<file path="src/rtl/fls_pkg.sv">
`default_nettype none

package fls_pkg;

  // pool size and derived widths
  localparam int CAPACITY = 64;
  localparam int ADDR_W   = (CAPACITY > 1) ? $clog2(CAPACITY) : 1;
  localparam int CNT_W    = $clog2(CAPACITY + 1);
  localparam int SLOT_W   = 6;
  localparam int OWNER_W  = 32;

  // opcodes
  localparam logic [1:0] OP_ALLOC = 2'd0;
  localparam logic [1:0] OP_FREE  = 2'd1;
  localparam logic [1:0] OP_ITER  = 2'd2;
  localparam logic [1:0] OP_NONE  = 2'd3;

  // status codes
  localparam logic [1:0] STAT_OK       = 2'd0;
  localparam logic [1:0] STAT_FULL     = 2'd1;
  localparam logic [1:0] STAT_NOT_USED = 2'd2;
  localparam logic [1:0] STAT_RANGE    = 2'd3;

  typedef struct packed {
    logic [1:0]         opcode;
    logic [OWNER_W-1:0] owner_id;
    logic [SLOT_W-1:0]  slot_index;
  } in_item_t;

  typedef struct packed {
    logic [1:0]         status;
    logic [SLOT_W-1:0]  slot_out;
    logic [OWNER_W-1:0] owner_out;
    logic               valid_res;
    logic               last;
  } out_item_t;

endpackage

`default_nettype wire

</file>
<file path="src/rtl/fls_ram.sv">
`default_nettype none

module fls_ram #(
  parameter int WIDTH = 32,
  parameter int DEPTH = 64,
  parameter int AW    = 6
) (
  input  wire logic             clk,
  input  wire logic             wr_en,
  input  wire logic [AW-1:0]    wr_addr,
  input  wire logic [WIDTH-1:0] wr_data,
  input  wire logic [AW-1:0]    rd_addr,
  output logic      [WIDTH-1:0] rd_data
);

  logic [WIDTH-1:0] mem [DEPTH];
  logic [WIDTH-1:0] rd_data_r;

  always_ff @(posedge clk) begin
    if (wr_en) begin
      mem[wr_addr] <= wr_data;
    end
    rd_data_r <= mem[rd_addr];
  end

  assign rd_data = rd_data_r;

endmodule

`default_nettype wire

</file>
<file path="src/rtl/fls_ctrl.sv">
`default_nettype none

module fls_ctrl (
  input  wire logic                          clk,
  input  wire logic                          rst_n,
  input  wire logic                          in_valid,
  output logic                               in_stall,
  input  wire fls_pkg::in_item_t             in_data,
  output logic                               res_valid,
  output fls_pkg::out_item_t                 res_data,
  input  wire logic                          res_ready,
  output logic                               link_we,
  output logic      [fls_pkg::ADDR_W-1:0]    link_waddr,
  output logic      [fls_pkg::ADDR_W-1:0]    link_wdata,
  output logic      [fls_pkg::ADDR_W-1:0]    link_raddr,
  input  wire logic [fls_pkg::ADDR_W-1:0]    link_rdata,
  output logic                               owner_we,
  output logic      [fls_pkg::ADDR_W-1:0]    owner_waddr,
  output logic      [fls_pkg::OWNER_W-1:0]   owner_wdata,
  output logic      [fls_pkg::ADDR_W-1:0]    owner_raddr,
  input  wire logic [fls_pkg::OWNER_W-1:0]   owner_rdata
);

  typedef enum logic [5:0] {
    S_IDLE     = 6'b000001,
    S_ALLOC    = 6'b000010,
    S_FREE     = 6'b000100,
    S_SCAN_RD  = 6'b001000,
    S_SCAN_CHK = 6'b010000,
    S_RESP     = 6'b100000
  } state_t;

  state_t                        state_r, state_nxt;
  fls_pkg::in_item_t             cmd_r, cmd_nxt;
  fls_pkg::out_item_t            resp_r, resp_nxt;
  logic                          more_r, more_nxt;
  logic [fls_pkg::CAPACITY-1:0]  occ_r, occ_nxt;
  logic [fls_pkg::CAPACITY-1:0]  rem_r, rem_nxt;
  logic [fls_pkg::ADDR_W-1:0]    scan_i_r, scan_i_nxt;
  logic [fls_pkg::CNT_W-1:0]     free_head_r, free_head_nxt;
  logic [fls_pkg::CNT_W-1:0]     high_water_r, high_water_nxt;
  logic [fls_pkg::CNT_W-1:0]     used_r, used_nxt;

  fls_pkg::out_item_t            new_res;
  logic                          new_valid;
  logic                          new_more;
  logic [fls_pkg::ADDR_W-1:0]    in_idx_a;
  logic [fls_pkg::ADDR_W-1:0]    head_a;
  logic [fls_pkg::ADDR_W-1:0]    cmd_idx_a;
  logic                          in_range_bad;
  logic                          fresh;
  logic [fls_pkg::CNT_W-1:0]     head_next;
  logic [fls_pkg::CAPACITY-1:0]  rem_left;

  assign in_idx_a     = in_data.slot_index[fls_pkg::ADDR_W-1:0];
  assign head_a       = free_head_r[fls_pkg::ADDR_W-1:0];
  assign cmd_idx_a    = cmd_r.slot_index[fls_pkg::ADDR_W-1:0];
  assign in_range_bad = {1'b0, in_data.slot_index} >= (fls_pkg::SLOT_W+1)'(fls_pkg::CAPACITY);
  assign fresh        = free_head_r >= high_water_r;
  assign rem_left     = rem_r & ~(fls_pkg::CAPACITY'(1) << scan_i_r);

  assign in_stall    = (state_r != S_IDLE);
  assign link_raddr  = head_a;
  assign owner_raddr = (state_r == S_IDLE) ? in_idx_a : scan_i_r;
  assign link_waddr  = cmd_idx_a;
  assign link_wdata  = head_a;
  assign owner_waddr = head_a;
  assign owner_wdata = cmd_r.owner_id;

  assign res_valid = (state_r == S_RESP) || new_valid;
  assign res_data  = (state_r == S_RESP) ? resp_r : new_res;

  always_comb begin
    state_nxt      = state_r;
    cmd_nxt        = cmd_r;
    resp_nxt       = resp_r;
    more_nxt       = more_r;
    occ_nxt        = occ_r;
    rem_nxt        = rem_r;
    scan_i_nxt     = scan_i_r;
    free_head_nxt  = free_head_r;
    high_water_nxt = high_water_r;
    used_nxt       = used_r;
    new_res        = '0;
    new_valid      = 1'b0;
    new_more       = 1'b0;
    link_we        = 1'b0;
    owner_we       = 1'b0;
    head_next      = '0;

    unique case (state_r)
      S_IDLE: begin
        if (in_valid) begin
          cmd_nxt = in_data;
          case (in_data.opcode)
            fls_pkg::OP_ALLOC: begin
              if (used_r >= fls_pkg::CNT_W'(fls_pkg::CAPACITY) ||
                  free_head_r >= fls_pkg::CNT_W'(fls_pkg::CAPACITY)) begin
                new_valid      = 1'b1;
                new_res.status = fls_pkg::STAT_FULL;
                new_res.last   = 1'b1;
              end else begin
                state_nxt = S_ALLOC;
              end
            end
            fls_pkg::OP_FREE: begin
              if (in_range_bad) begin
                new_valid      = 1'b1;
                new_res.status = fls_pkg::STAT_RANGE;
                new_res.last   = 1'b1;
              end else if (!occ_r[in_idx_a]) begin
                new_valid      = 1'b1;
                new_res.status = fls_pkg::STAT_NOT_USED;
                new_res.last   = 1'b1;
              end else begin
                state_nxt = S_FREE;
              end
            end
            fls_pkg::OP_ITER: begin
              if (occ_r == '0) begin
                // empty pool: single invalid result
                new_valid      = 1'b1;
                new_res.status = fls_pkg::STAT_OK;
                new_res.last   = 1'b1;
              end else begin
                rem_nxt    = occ_r;
                scan_i_nxt = '0;
                state_nxt  = S_SCAN_RD;
              end
            end
            default: begin
            end
          endcase
        end
      end

      S_ALLOC: begin
        // link data for the head slot is ready this cycle
        if (fresh) begin
          head_next      = free_head_r + fls_pkg::CNT_W'(1);
          high_water_nxt = free_head_r + fls_pkg::CNT_W'(1);
        end else begin
          head_next = fls_pkg::CNT_W'(link_rdata);
        end
        if (used_r == fls_pkg::CNT_W'(fls_pkg::CAPACITY - 1)) begin
          head_next = fls_pkg::CNT_W'(fls_pkg::CAPACITY);
        end
        free_head_nxt     = head_next;
        owner_we          = 1'b1;
        occ_nxt[head_a]   = 1'b1;
        used_nxt          = used_r + fls_pkg::CNT_W'(1);
        new_valid         = 1'b1;
        new_res.status    = fls_pkg::STAT_OK;
        new_res.slot_out  = fls_pkg::SLOT_W'(free_head_r);
        new_res.owner_out = cmd_r.owner_id;
        new_res.valid_res = 1'b1;
        new_res.last      = 1'b1;
      end

      S_FREE: begin
        link_we            = 1'b1;
        free_head_nxt      = fls_pkg::CNT_W'(cmd_idx_a);
        occ_nxt[cmd_idx_a] = 1'b0;
        if (used_r != '0) begin
          used_nxt = used_r - fls_pkg::CNT_W'(1);
        end
        new_valid         = 1'b1;
        new_res.status    = fls_pkg::STAT_OK;
        new_res.slot_out  = cmd_r.slot_index;
        new_res.owner_out = owner_rdata;
        new_res.valid_res = 1'b1;
        new_res.last      = 1'b1;
      end

      S_SCAN_RD: begin
        // skip free slots, read owner of occupied ones
        if (rem_r[scan_i_r]) begin
          state_nxt = S_SCAN_CHK;
        end else begin
          scan_i_nxt = scan_i_r + fls_pkg::ADDR_W'(1);
        end
      end

      S_SCAN_CHK: begin
        rem_nxt           = rem_left;
        scan_i_nxt        = scan_i_r + fls_pkg::ADDR_W'(1);
        new_valid         = 1'b1;
        new_more          = (rem_left != '0);
        new_res.status    = fls_pkg::STAT_OK;
        new_res.slot_out  = fls_pkg::SLOT_W'(scan_i_r);
        new_res.owner_out = owner_rdata;
        new_res.valid_res = 1'b1;
        new_res.last      = (rem_left == '0);
      end

      S_RESP: begin
        if (res_ready) begin
          state_nxt = more_r ? S_SCAN_RD : S_IDLE;
        end
      end

      default: begin
        state_nxt = S_IDLE;
      end
    endcase

    // hand the new result on, or park it until the output register has room
    if (new_valid) begin
      if (res_ready) begin
        state_nxt = new_more ? S_SCAN_RD : S_IDLE;
      end else begin
        resp_nxt  = new_res;
        more_nxt  = new_more;
        state_nxt = S_RESP;
      end
    end
  end

  always_ff @(posedge clk) begin
    if (!rst_n) begin
      state_r      <= S_IDLE;
      occ_r        <= '0;
      free_head_r  <= '0;
      high_water_r <= '0;
      used_r       <= '0;
      more_r       <= 1'b0;
    end else begin
      state_r      <= state_nxt;
      occ_r        <= occ_nxt;
      free_head_r  <= free_head_nxt;
      high_water_r <= high_water_nxt;
      used_r       <= used_nxt;
      more_r       <= more_nxt;
    end
  end

  always_ff @(posedge clk) begin
    cmd_r    <= cmd_nxt;
    resp_r   <= resp_nxt;
    rem_r    <= rem_nxt;
    scan_i_r <= scan_i_nxt;
  end

endmodule

`default_nettype wire

</file>
<file path="src/rtl/free_list_slot_allocator_top.sv">
// free list slot allocator
// input channel (in_valid / in_stall / in_data): one command per transfer,
//   allocate (owner id in), free (slot index in) or iterate; opcode 3 is
//   taken and dropped without a result
// result channel (out_valid / out_stall / out_data): one transfer per result,
//   last set on the final result of each command
// allocate and free are a link/owner memory read followed by the update
//   state (S_ALLOC or S_FREE), which hands the result on to the output
//   register; rejected commands (pool full, bad index, slot not in use) and
//   iterate on an empty pool hand their result on from the command cycle;
//   the input stays closed until an allocate or free is done, and iterate
//   walks the occupancy bits one slot a cycle while no result is parked,
//   with an extra S_SCAN_CHK state per occupied slot for its owner read
// in_stall is high while a command is in flight; the next command is taken
//   even while an earlier result waits in the output register
// a stalled result holds in the output register, and the sequencer parks the
//   next result until the register frees up
// reset (rst_n low, synchronous) empties the pool: no slot occupied, free
//   list restarts at slot 0, output register empty
`default_nettype none

module free_list_slot_allocator_top (
  input  wire logic               clk,
  input  wire logic               rst_n,
  input  wire logic               in_valid,
  output logic                    in_stall,
  input  wire fls_pkg::in_item_t  in_data,
  output logic                    out_valid,
  input  wire logic               out_stall,
  output fls_pkg::out_item_t      out_data
);

  logic                            res_valid;
  fls_pkg::out_item_t              res_data;
  logic                            res_ready;

  logic                            link_we;
  logic [fls_pkg::ADDR_W-1:0]      link_waddr;
  logic [fls_pkg::ADDR_W-1:0]      link_wdata;
  logic [fls_pkg::ADDR_W-1:0]      link_raddr;
  logic [fls_pkg::ADDR_W-1:0]      link_rdata;
  logic                            owner_we;
  logic [fls_pkg::ADDR_W-1:0]      owner_waddr;
  logic [fls_pkg::OWNER_W-1:0]     owner_wdata;
  logic [fls_pkg::ADDR_W-1:0]      owner_raddr;
  logic [fls_pkg::OWNER_W-1:0]     owner_rdata;

  logic                            out_valid_r;
  fls_pkg::out_item_t              out_data_r;

  // sequencer and pool bookkeeping
  fls_ctrl u_ctrl (
    .clk         (clk),
    .rst_n       (rst_n),
    .in_valid    (in_valid),
    .in_stall    (in_stall),
    .in_data     (in_data),
    .res_valid   (res_valid),
    .res_data    (res_data),
    .res_ready   (res_ready),
    .link_we     (link_we),
    .link_waddr  (link_waddr),
    .link_wdata  (link_wdata),
    .link_raddr  (link_raddr),
    .link_rdata  (link_rdata),
    .owner_we    (owner_we),
    .owner_waddr (owner_waddr),
    .owner_wdata (owner_wdata),
    .owner_raddr (owner_raddr),
    .owner_rdata (owner_rdata)
  );

  // free list links, one per slot
  fls_ram #(
    .WIDTH (fls_pkg::ADDR_W),
    .DEPTH (fls_pkg::CAPACITY),
    .AW    (fls_pkg::ADDR_W)
  ) u_link_ram (
    .clk     (clk),
    .wr_en   (link_we),
    .wr_addr (link_waddr),
    .wr_data (link_wdata),
    .rd_addr (link_raddr),
    .rd_data (link_rdata)
  );

  // owner id of each slot
  fls_ram #(
    .WIDTH (fls_pkg::OWNER_W),
    .DEPTH (fls_pkg::CAPACITY),
    .AW    (fls_pkg::ADDR_W)
  ) u_owner_ram (
    .clk     (clk),
    .wr_en   (owner_we),
    .wr_addr (owner_waddr),
    .wr_data (owner_wdata),
    .rd_addr (owner_raddr),
    .rd_data (owner_rdata)
  );

  // output register: takes a result when empty or when its content leaves
  assign res_ready = !out_valid_r || !out_stall;

  always_ff @(posedge clk) begin
    if (!rst_n) begin
      out_valid_r <= 1'b0;
    end else if (res_valid && res_ready) begin
      out_valid_r <= 1'b1;
    end else if (!out_stall) begin
      out_valid_r <= 1'b0;
    end
  end

  always_ff @(posedge clk) begin
    if (res_valid && res_ready) begin
      out_data_r <= res_data;
    end
  end

  assign out_valid = out_valid_r;
  assign out_data  = out_data_r;

endmodule

`default_nettype wire

</file>
<file path="config.mk">
export PLATFORM = sky130hd
export DESIGN_NAME = free_list_slot_allocator_top
export DESIGN_NICKNAME = d
export VERILOG_FILES = /design/src/rtl/fls_pkg.sv /design/src/rtl/fls_ram.sv /design/src/rtl/fls_ctrl.sv /design/src/rtl/free_list_slot_allocator_top.sv
export SDC_FILE = /design/constraint.sdc
export NUM_CORES = 2
export LEC_CHECK = 0
export BUFFER_PORTS_ARGS = -buffer_cell sky130_fd_sc_hd__buf_2
export CELL_PAD_IN_SITES_DETAIL_PLACEMENT = 1
export CELL_PAD_IN_SITES_GLOBAL_PLACEMENT = 2
export CORE_MARGIN = 3
export CORE_UTILIZATION = 25
export DETAILED_ROUTE_END_ITERATION = 10
export GPL_ROUTABILITY_DRIVEN = 0
export PLACE_DENSITY_LB_ADDON = 0.1
export SETUP_SLACK_MARGIN = 0.2
export SLEW_MARGIN = 5
export SYNTH_ARGS = -nofsm -noshare
export SYNTH_HDL_FRONTEND = slang
export SYNTH_SLANG_ARGS = --single-unit
</file>
<file path="constraint.sdc">
create_clock -name clk -period 7.7 [get_ports clk]
set_clock_uncertainty 0.2 [all_clocks]
set_input_delay 0.385 -clock clk [delete_from_list [all_inputs] [get_ports clk]]
set_output_delay 0.385 -clock clk [all_outputs]
set_load 0.02 [all_outputs]
</file>
==> flow_summary.json <==
{
  "cp_cell_sequence": "or4_1, nor3b_4, buf_4, mux2i_4, buf_12, buf_12, buf_4, mux4_2, nand2_1, nand2_1, o21ai_0, o22ai_1, a221o_1",
  "yosysUniqueCellTypes": 69,
  "worstPathBufferInverterCount": 4,
  "ys_ff_latch": 2755,
  "setup_tns_ns": 0,
  "fin_area_mm2": 0.127,
  "total_power_mw": 37.6,
  "status": "completed",
  "placedInstanceArea_mm2": 0.116,
  "cpMaxStageDelayCell": "mux2i_4",
  "syn-num-nets": 5939,
  "synth_area_mm2": 0.107,
  "core_area_mm2": 0.426,
  "grt_overflow": 0,
  "register_area_mm2": 0.0814,
  "cts_buffers": 334,
  "wl_per_cell_um": 33.3,
  "reg2reg_slack_ns": 1.54,
  "crit_required_ns": 8.32,
  "ys_seq_area_share_pct": 75.9,
  "clock-sinks": 2755,
  "synth_edf_count": 2624,
  "n_fill_cell": 43300,
  "grt_use_total_pct": 18.4,
  "vias_per_cell": 4.79,
  "slew_headroom_pct": 14.0,
  "final.setup.worst_slack_ns": 1.54,
  "synth.avg_cell_area_um2": 18.3,
  "yosysTopAreaCell": "edfxtp_1",
  "finalMaxSlewViolations": 0,
  "io_buffer_count": 87,
  "post-place-ws_ns": 1.37,
  "placementRows": 239,
  "antenna_found_initial": 29,
  "tritoncts": "built",
  "min_from": "in_data[31]",
  "clk_latency_ns": 0.95,
  "cts_buffer_depth": 4,
  "cp.arrival_ns": 6.79,
  "layout-drive-gt1-share_pct": 22.4,
  "multi_input_area_mm2": 0.0242,
  "crit_path_max_fanout": 35,
  "finalHoldViolCount": 0,
  "dr.pass1.iters": 5,
  "fmax_ghz": 0.162,
  "ys.flop_type": "edfxtp_1",
  "vdd_drop_max_v": 0.000159,
  "dp_hpwl_um": 238000,
  "finalSetupViolCount": 0,
  "synth_top_cell_area_share_pct": 73.4,
  "hold_end": "u_ctrl.owner_wdata[25]$_DFFE_PP_",
  "postSynthCellCount": 5871,
  "ant_nets": 0,
  "wl_um": 407000,
  "vias": 58500,
  "final_nets": 6336,
  "yosysMostFrequentCell": "edfxtp_1",
  "power_density_mw_per_mm2": 296,
  "start_util_pct": 25.2,
  "leakagePower_nw": 40.3,
  "endpoint_kind": "register",
  "timing.max_cap.violations": 0,
  "ios": 88,
  "syn2layout_area_growth_pct": 18.4,
  "clkSlewWorstSetupHoldPaths_ns": 0.06,
  "ctsRootBufferMaster": "clkbuf_16",
  "critical_path.top_delay_family": "buffers and inverters",
  "rsz0062_at_grt": "false",
  "r2r_start": "u_ctrl.state_r[1]$_SDFFE_PN0P_",
  "yosys_warnings": 0,
  "drc_errors": 0,
  "ctsResizeCount": 0,
  "worst-setup-path-type": "register to register",
  "die_area_mm2": 0.437,
  "drt_iter0_markers": 5232,
  "fin_util_pct": 29.9,
  "cp_slowest_stage_delay_ns": 0.83,
  "period_minus_slack_ns": 6.16,
  "die_h_um": 661,
  "grt_pass1_wl_um": 555000,
  "min_path_cells": 2,
  "ys_top_cells_by_count": "2624 x edfxtp_1, 623 x nand2_1, 533 x mux4_2, 257 x o21ai_0, 250 x clkbuf_1",
  "reg2reg_depth": 13,
  "hold_class": "input port to register",
  "async_reset_ff_share_pct": 0,
  "synthTopCellsByArea": "edfxtp_1 73%, mux4_2 11%, dfxtp_1 2.4%, nand2_1 2.2%, o21ai_0 1.2%",
  "r2r-end": "u_owner_ram.rd_data[8]$_DFF_P_",
  "grt_max_degree": 92,
  "die_w_um": 661,
  "fin_crit_sh_pct": 80.1,
  "htree_num_levels": 5,
  "cts_setup_buffers": 0,
  "cp-start-kind": "register",
  "grt_pass1_vias": 62500,
  "path_depth": 13,
  "tightest_slew_ns": 1.28
}
[per-stage QoR]
stage | cells | hold WS (ns)
floorplan | 5871 | 0.254
global placement | 11500 | 0.264
detailed placement | 11500 | 0.278
CTS | 12200 | 0.00250
global route | 12200 | 0.0342
finish | 12200 | 0.108
[layer usage]
| layer | vias to the layer above | share of wire (%) | GRT usage (%) |
|---|---|---|---|
| met1 | 32400 | 45 | 25.2 |
| met2 | 1146 | 49 | 31.4 |
| met4 | 2 | 1.8 | 3.46 |
| met3 | 391 | 3.6 | 2.19 |
| li1 | 24600 | - | - |
| met5 | - | 0.0032 | 0 |
[kinds of logic after synthesis]
kind of cell | Yosys count | share of synthesized area, %
buf+inv | 482 | 1.84
xor+xnor | 12 | 0.0980
simple gates | 1079 | 4.56
mux | 582 | 11.7
flops | 2755 | 75.9
fa+ha+maj | 24 | 0.287
compound gates | 937 | 5.68
[area by class of cell]
type	count	area share, %
antenna	14	0.0276
inverter	125	0.374
clock inverter	154	0.976
clock buffer	449	7.24
multi-input combinational	2634	19.0
tap	5663	5.58
sequential	2755	64.1
timing repair buffer	418	2.68
[layout by cell type (no fill, tap or decap), types with 88 or more instances in the layout]
master / count
a21oi_1: 137
a22oi_1: 167
buf_4: 230
clkbuf_1: 88
clkbuf_16: 346
dfxtp_1: 125
edfxtp_1: 2624
mux4_2: 533
nand2_1: 619
nor2_1: 105
o21ai_0: 252
[flip-flops by register name, indices dropped and copies added (netlist names)]
signal and flops:
u_owner_ram.mem 2048, u_link_ram.mem 384, u_ctrl.occ_r 64, u_ctrl.rem_r 64
out_data 42, u_ctrl.resp_r 42, u_ctrl.owner_wdata 32, u_owner_ram.rd_data 32
u_ctrl.free_head_r 7, u_ctrl.high_water_r 7, u_ctrl.used_r 7, u_ctrl.link_waddr 6
u_ctrl.scan_i_r 6, u_ctrl.state_r 6, u_link_ram.rd_data 6, out_valid 1
u_ctrl.more_r 1
[report_power, final]
group / internal [mW] / switching (mW) / total [mW] / leakage (nW)
clock: 8.95 / 6.36 / 15.3 / 5.12
sequential: 16.8 / 0.129 / 16.9 / 24.7
combinational: 1.73 / 3.63 / 5.36 / 10.4
[worst max-delay path by stage]
stage | startpoint | endpoint | slack, ns
floorplan | u_ctrl.state_r[1]$_SDFFE_PN0P_ | u_ctrl.scan_i_r[0]$_SDFFCE_PP0P_ | 1.57
global placement | u_ctrl.state_r[1]$_SDFFE_PN0P_ | u_owner_ram.rd_data[8]$_DFF_P_ | 1.38
detailed placement | u_ctrl.state_r[1]$_SDFFE_PN0P_ | u_owner_ram.rd_data[8]$_DFF_P_ | 1.37
CTS | u_ctrl.state_r[1]$_SDFFE_PN0P_ | u_owner_ram.rd_data[8]$_DFF_P_ | 1.36
global route | u_ctrl.state_r[1]$_SDFFE_PN0P_ | u_owner_ram.rd_data[8]$_DFF_P_ | 1.21
finish | u_ctrl.state_r[1]$_SDFFE_PN0P_ | u_owner_ram.rd_data[8]$_DFF_P_ | 1.54
[what timing repair did]
item / in CTS / in global routing
endpoints found under the setup margin: 0 / 0
hold endpoints to repair: 80 / 0
hold buffers: 78 / 0
Power figures use the tool's default switching activity.
